$ cat src/hdl/tpe_pkg.sv
// shared types and widths for the triangle plane equation pipeline
package tpe_pkg;

    // coordinate, edge, product and cross product widths
    localparam int CW    = 32;
    localparam int EW    = CW + 1;
    localparam int PW    = 2 * EW;
    localparam int XW    = PW + 1;
    localparam int MAGW  = PW;
    // reduced mantissa, sum of squares and length widths
    localparam int MW      = 31;
    localparam int SSW     = 64;
    localparam int LW      = 32;
    localparam int RED_TOP = MW - 1;
    localparam int TOPW    = 7;

    typedef logic [2:0][CW-1:0]   vec3_t;
    typedef logic [2:0][MAGW-1:0] mag3_t;
    typedef logic [2:0][MW-1:0]   m3_t;

    // side band that travels alongside the length and division stages
    typedef struct packed {
        m3_t        m;
        logic [2:0] neg;
        logic       deg;
        vec3_t      a;
    } tpe_side_t;

endpackage

$ cat src/hdl/tpe_sqrt.sv
// pipelined floor square root, one result bit per stage
module tpe_sqrt
    import tpe_pkg::*;
#(
    parameter int SBW = 8
)
(
    input  logic             clk,
    input  logic             rst_n,
    input  logic             in_valid,
    input  logic [SSW-1:0]   rad,
    input  logic [SBW-1:0]   side_in,
    output logic             out_valid,
    output logic [LW-1:0]    root,
    output logic [SBW-1:0]   side_out
);

    logic [SSW-1:0] x_s   [LW+1];
    logic [SSW-1:0] res_s [LW+1];
    logic [SBW-1:0] sb_s  [LW+1];
    logic           v_s   [LW+1];

    assign x_s[0]   = rad;
    assign res_s[0] = '0;
    assign sb_s[0]  = side_in;
    assign v_s[0]   = in_valid;

    for (genvar k = 0; k < LW; k++)
    begin : g_stage
        localparam logic [SSW-1:0] BIT = SSW'(1) << (SSW - 2 - 2 * k);
        logic [SSW-1:0] trial;
        logic [SSW-1:0] x_reg, x_next, res_reg, res_next;
        logic [SBW-1:0] sb_reg;
        logic           v_reg;

        // trial subtraction of this result bit
        always_comb
        begin
            trial = res_s[k] + BIT;
            if (x_s[k] >= trial)
            begin
                x_next   = x_s[k] - trial;
                res_next = (res_s[k] >> 1) + BIT;
            end
            else
            begin
                x_next   = x_s[k];
                res_next = res_s[k] >> 1;
            end
        end

        always_ff @(posedge clk or negedge rst_n)
        begin
            if (!rst_n)
                v_reg <= 1'b0;
            else
                v_reg <= v_s[k];
        end

        always_ff @(posedge clk)
        begin
            x_reg   <= x_next;
            res_reg <= res_next;
            sb_reg  <= sb_s[k];
        end

        assign x_s[k+1]   = x_reg;
        assign res_s[k+1] = res_reg;
        assign sb_s[k+1]  = sb_reg;
        assign v_s[k+1]   = v_reg;
    end

    assign out_valid = v_s[LW];
    assign root      = res_s[LW][LW-1:0];
    assign side_out  = sb_s[LW];

endmodule

$ cat config.mk
export PLATFORM = sky130hd
export DESIGN_NAME = tpe_sqrt
export DESIGN_NICKNAME = d
export VERILOG_FILES = /design/src/hdl/tpe_pkg.sv /design/src/hdl/tpe_sqrt.sv
export SDC_FILE = /design/constraint.sdc
export NUM_CORES = 2
export LEC_CHECK = 0
export ABC_CLOCK_PERIOD_IN_PS = 10100
export BUFFER_PORTS_ARGS = -buffer_cell sky130_fd_sc_hd__buf_4
export CAP_MARGIN = 20
export CORE_ASPECT_RATIO = 1.75
export CORE_UTILIZATION = 56
export DETAILED_ROUTE_END_ITERATION = 6
export HOLD_SLACK_MARGIN = 0.02
export PLACE_DENSITY = 0.75
export SETUP_SLACK_MARGIN = 0.1
export SYNTH_ARGS = -nofsm -noshare
export SYNTH_HDL_FRONTEND = slang
export SYNTH_SLANG_ARGS = --single-unit
$ cat constraint.sdc
create_clock -name clk -period 10.1 [get_ports clk]
set_input_delay 1.01 -clock clk [delete_from_list [all_inputs] [get_ports clk]]
set_output_delay 1.01 -clock clk [all_outputs]
set_load 0.005 [all_outputs]
After elaboration in Yosys (flattened, before gate mapping) --
Cells that the tools add are included.
Operators by class: add/sub/neg operators 93, order comparisons 32, multiplexer cells 63
Operators by type and width (number):
- >= comparator 64 bit | 31
- two-way mux 64 bit | 31
- two-way mux 63 bit | 31
- subtractor 64 bit | 30
- adder 63 x 11 -> 64 bit, second input constant | 1
- adder 63 x 13 -> 64 bit, second input constant | 1
- adder 63 x 15 -> 64 bit, second input constant | 1
- adder 63 x 17 -> 64 bit, second input constant | 1
- adder 63 x 19 -> 64 bit, second input constant | 1
- adder 63 x 21 -> 64 bit, second input constant | 1
- adder 63 x 23 -> 64 bit, second input constant | 1
- adder 63 x 25 -> 64 bit, second input constant | 1
- adder 63 x 27 -> 64 bit, second input constant | 1
- adder 63 x 29 -> 64 bit, second input constant | 1
- adder 63 x 3 -> 64 bit, second input constant | 1
- adder 63 x 31 -> 64 bit, second input constant | 1
- adder 63 x 33 -> 64 bit, second input constant | 1
- adder 63 x 35 -> 64 bit, second input constant | 1
- adder 63 x 37 -> 64 bit, second input constant | 1
- adder 63 x 39 -> 64 bit, second input constant | 1
- adder 63 x 41 -> 64 bit, second input constant | 1
- adder 63 x 43 -> 64 bit, second input constant | 1
- adder 63 x 45 -> 64 bit, second input constant | 1
- adder 63 x 47 -> 64 bit, second input constant | 1
- 45 further kinds | 45
Storage, ports and cells: register bits after elaboration 4287, bits of input ports 75, output and inout bits 41

Depth between registers and ports, before layout --
depth in word-level cells 3, gate-level depth with buffers 15, mapped depth without buffers 13

Worst setup path after synthesis --
Ideal clock, no wire load.
path kind flip-flop to flip-flop, start register g_stage[12].res_reg[40], end register g_stage[13].x_reg[58], library setup time 0.118 ns, data arrival time 3.263 ns, setup slack 6.719 ns, cell stages (with the launch flop) 12, buffers on the path 1, clock period less this slack 3.381 ns, path through dfxtp_1 -> inv_1 -> ha_1 -> or4b_2 -> nor4_1 -> or4b_2 -> nand4_1 -> a221o_1 -> buf_2 -> nor4b_1 -> nand3_1 -> xnor2_1
On the way: cells in the longest elaborated chain, start to end 3, elaborated cells on any way between the ends 4, classes of those cells 2 x add/sub; 1 x order compare; 1 x mux
Ends and longest elaborated chain:
- from (decl) | RTL line tpe_sqrt.sv:32 | logic [SSW-1:0] x_reg, x_next, res_reg, res_next;
- from (signal assigned) | RTL line tpe_sqrt.sv:63 | res_reg <= res_next;
- adder 64 x 37 -> 64 bit * | RTL line tpe_sqrt.sv:39 | trial = res_s[k] + BIT;
- subtractor 64 bit / >= comparator 64 bit (equally long branches) | RTL line tpe_sqrt.sv:42, tpe_sqrt.sv:40
- two-way mux 64 bit * | RTL line tpe_sqrt.sv:40 | if (x_s[k] >= trial)
- via g_stage[13].x_next[58] | RTL line tpe_sqrt.sv:32
- to (signal assigned) | RTL line tpe_sqrt.sv:62 | x_reg <= x_next;
- to (decl) | RTL line tpe_sqrt.sv:32
Mark *: on every way through the listed nets, which the timed path passes. The rest lies on a longest branch. A chain may end at the register's enable or synchronous reset.

Worst setup path in the final report --
start register g_stage[19].x_reg[45], end register g_stage[20].x_reg[52]
On the way: cells in the longest elaborated chain, start to end 2, elaborated cells on any way between the ends 3, classes of those cells 1 x add/sub; 1 x order compare; 1 x mux
Ends and longest elaborated chain (RTL line):
- from (decl) | tpe_sqrt.sv:32
- from (signal assigned) | tpe_sqrt.sv:62
- subtractor 64 bit / >= comparator 64 bit (equally long branches) | tpe_sqrt.sv:42, tpe_sqrt.sv:40
- two-way mux 64 bit * | tpe_sqrt.sv:40
- via g_stage[20].x_next[52] | tpe_sqrt.sv:32
- to (signal assigned) | tpe_sqrt.sv:62
- to (decl) | tpe_sqrt.sv:32
Marked as above.

==> flow_summary.yaml <==
clock_network:
  clock-sinks: 2800
  clk_pin_slew_ns: 0.07
  worst_skew_pair.late_latency_ns: 0.91
  postCtsHoldBufs: 0
  cts_buffers: 239
  cts_tree: "built"
  clockBufferDepth: 4
  htree_levels: 4
  post_cts_buffers: 0
  cts_root_buf: "clkbuf_16"
  cts_repair_resize_count: 0
detailed_routing:
  avgRoutedWirePerCell_um: 24.8
  num_vias: 73400
  drc: 2
  wirelength_um: 315000
  drtIter0Drc: 3769
  routed_via_density: 5.78
  first_pass_iters: 7
  ant_nets: 0
layout:
  stdcell_count: 12700
  largest_reg_flops: 1984
  layout-drive-gt1-share: 0.0731
  layout.nets: 10700
  syn2layout_area_growth_pct: 12.1
sta:
  hold_viol: 0
  layout_min_cycle_time_ns: 5.24
  period_share: 0.519
  worst_slew_pin_slew_ns: 1.26
  drv_slew: 0
  fmax_mhz: 191
  rsz0062_at_grt: "false"
  fin_skew_ns: 0.0697
  slew_headroom: 0.150
  setup_viol: 0
  final.setup.tns_ns: 0
  holdWs_ns: 0.0606
logic_synthesis:
  async_reset_ff_frac: 0.0114
  synth_seq_cells: 2800
  syn_area_mm2: 0.101
  syn_area_per_cell_um2: 10.3
  synth.most_common_cell: "dfxtp_1"
  synth_cell_type_count: 94
  yosys-top-cells-area: "dfxtp_1 (55%), ha_1 (6.9%), xnor2_1 (4.5%)"
  yosysTopAreaCell: "dfxtp_1"
  synthesis.nets: 10500
  synth-main-ff-cell: "dfxtp_1"
  yosysTopAreaCellShare: 0.549
  synth_cells: 9825
  synth-seq-area-share: 0.557
  yosysWarnings: 0
  synth_edf_count: 0
  synth_commonest_cells: "dfxtp_1 (2768), inv_1 (703), nor2_1 (650)"
outcome:
  violations: "DRC"
  status: "finished with violations"
critical_path:
  rr_startpoint: "g_stage[19].x_reg[45]$_DFF_P_"
  worstSetupPathType: "reg -> reg"
  reg2regPathDepth: 9
  critPathCaptureType: "register"
  path_max_fanout: 40
  startpoint: "g_stage[19].x_reg[45]$_DFF_P_"
  r2r_end: "g_stage[20].x_reg[52]$_DFF_P_"
  worstPathArrival_ns: 5.98
  rrSetupSlack_ns: 4.86
  critPathRequiredTime_ns: 10.84
  worst_setup_path_start_kind: "register"
  endpoint: "g_stage[20].x_reg[52]$_DFF_P_"
die:
  start_util: 0.565
  die_area_mm2: 0.182
  die_height_um: 564
  core_area_mm2: 0.179
  ios: 116
  die_x_um: 323
  fp-row-count: 205
grt:
  grt_pass1_wl_um: 457000
  grt_pass1_vias: 77400
  overflow: 0
  grt_max_degree: 52
  antenna_found_initial: 34
  grt_usage: 0.345
min_path:
  min_path_type: "in -> async"
pwr:
  total_leakage_power_uw: 0.0516
  peakVddDrop_uv: 244
  power_uw: 33300
  power.density_mw_per_mm2: 294
placed_design:
  place_congestion: 1.18
  io_buffers: 115
  placed_cells: 12200
  hpwlAfterDp_um: 248000
run:
  drv_cap: 0
-- metal layers --
metal,part of all wire,global-route usage,vias to the layer above
li1,-,-,34700
met3,0.042,0.0749,1755
met5,0.00048,0,-
met4,0.16,0.481,22
met2,0.56,0.682,2509
met1,0.24,0.204,34400
-- worst min-delay path by stage --
stage | to | slack [ns] | depth (start not counted)
finish | g_stage[10].v_reg$_DFF_PN0_ | 0.06 | 1
detailed placement | g_stage[10].sb_reg[0]$_DFF_P_ | 0.31 | 0
global route | g_stage[10].v_reg$_DFF_PN0_ | 0.07 | 1
floorplan | g_stage[10].sb_reg[0]$_DFF_P_ | 0.31 | 0
CTS | g_stage[10].v_reg$_DFF_PN0_ | 0.04 | 1
global placement | g_stage[20].sb_reg[7]$_DFF_P_ | 0.31 | 0
-- worst max-delay path, stage by stage (launching register included) --
cell      delay [ns]
dfxtp_1         0.56
or4_1           0.65
or4_1           0.83
nor4_4          0.73
or3_1           0.21
a211o_2         0.65
nand4_1         0.16
o31ai_1         0.74
nand2b_1        0.15
xnor2_1         0.37
-- layout by cell type (no fill, tap or decap), types with 40 or more instances in the layout --
cell type     n
xor2_1      379
a21oi_1     619
o31ai_1      43
a21o_1      244
nand2_1     602
or3_1       103
o21ai_0     419
nand3_1     175
nand2b_1     95
nand4_1     149
a31oi_1      52
nor2b_1      72
nor4_1      317
ha_1        558
and3_1       44
clkbuf_8     40
diode_2      68
buf_4       166
o211ai_1     40
nor3_1      238
mux2_2       71
o21bai_1     52
o21a_1       91
inv_1       703
or4_1        76
xnor2_1     515
clkbuf_16   243
clkinv_2     44
dfxtp_1    2768
nor4b_1      42
nor2_1      650
-- through the flow --
stage | setup slack [ns] | util | area (um2)
floorplan | 6.72 | - | 101000
global placement | 4.34 | 0.585 | 105000
detailed placement | 4.82 | 0.586 | 105000
CTS | 4.75 | 0.632 | 113000
global route | 4.42 | 0.633 | 113000
finish | 4.86 | 0.633 | 113000
-- cell type report --
| type | instances | area (um2) |
|---|---|---|
| clock buffer | 309 | 6730 |
| antenna | 68 | 170 |
| multi-input combinational | 6146 | 41500 |
| tap | 2380 | 2980 |
| inverter | 707 | 2650 |
| sequential | 2800 | 56200 |
| clock inverter | 120 | 1500 |
| fill | 14300 | 65400 |
| timing repair buffer | 176 | 1320 |
-- report_power, final --
part | switching [uW] | internal [uW] | total [uW]
logic | 4760 | 3360 | 8120
registers | 2260 | 13300 | 15600
clock network | 4120 | 5430 | 9550
total | 11100 | 22100 | 33300
-- kinds of logic (layout without fill, tap and decap cells) --
family                     after synthesis  after routing  share of synthesized area
buffers and inverters                  879           1312                     0.0333
xor gates and xnor gates               895            895                     0.0777
DFF                                   2800           2800                      0.557
muxes                                   84             84                    0.00924
other                                    0             68                          0
AOI/OAI and AO/OA                     1807           1807                      0.110
and+or+nand+nor                       2802           2802                      0.143
adders and majority gates              558            558                     0.0692
Power figures use the tool's default switching activity.
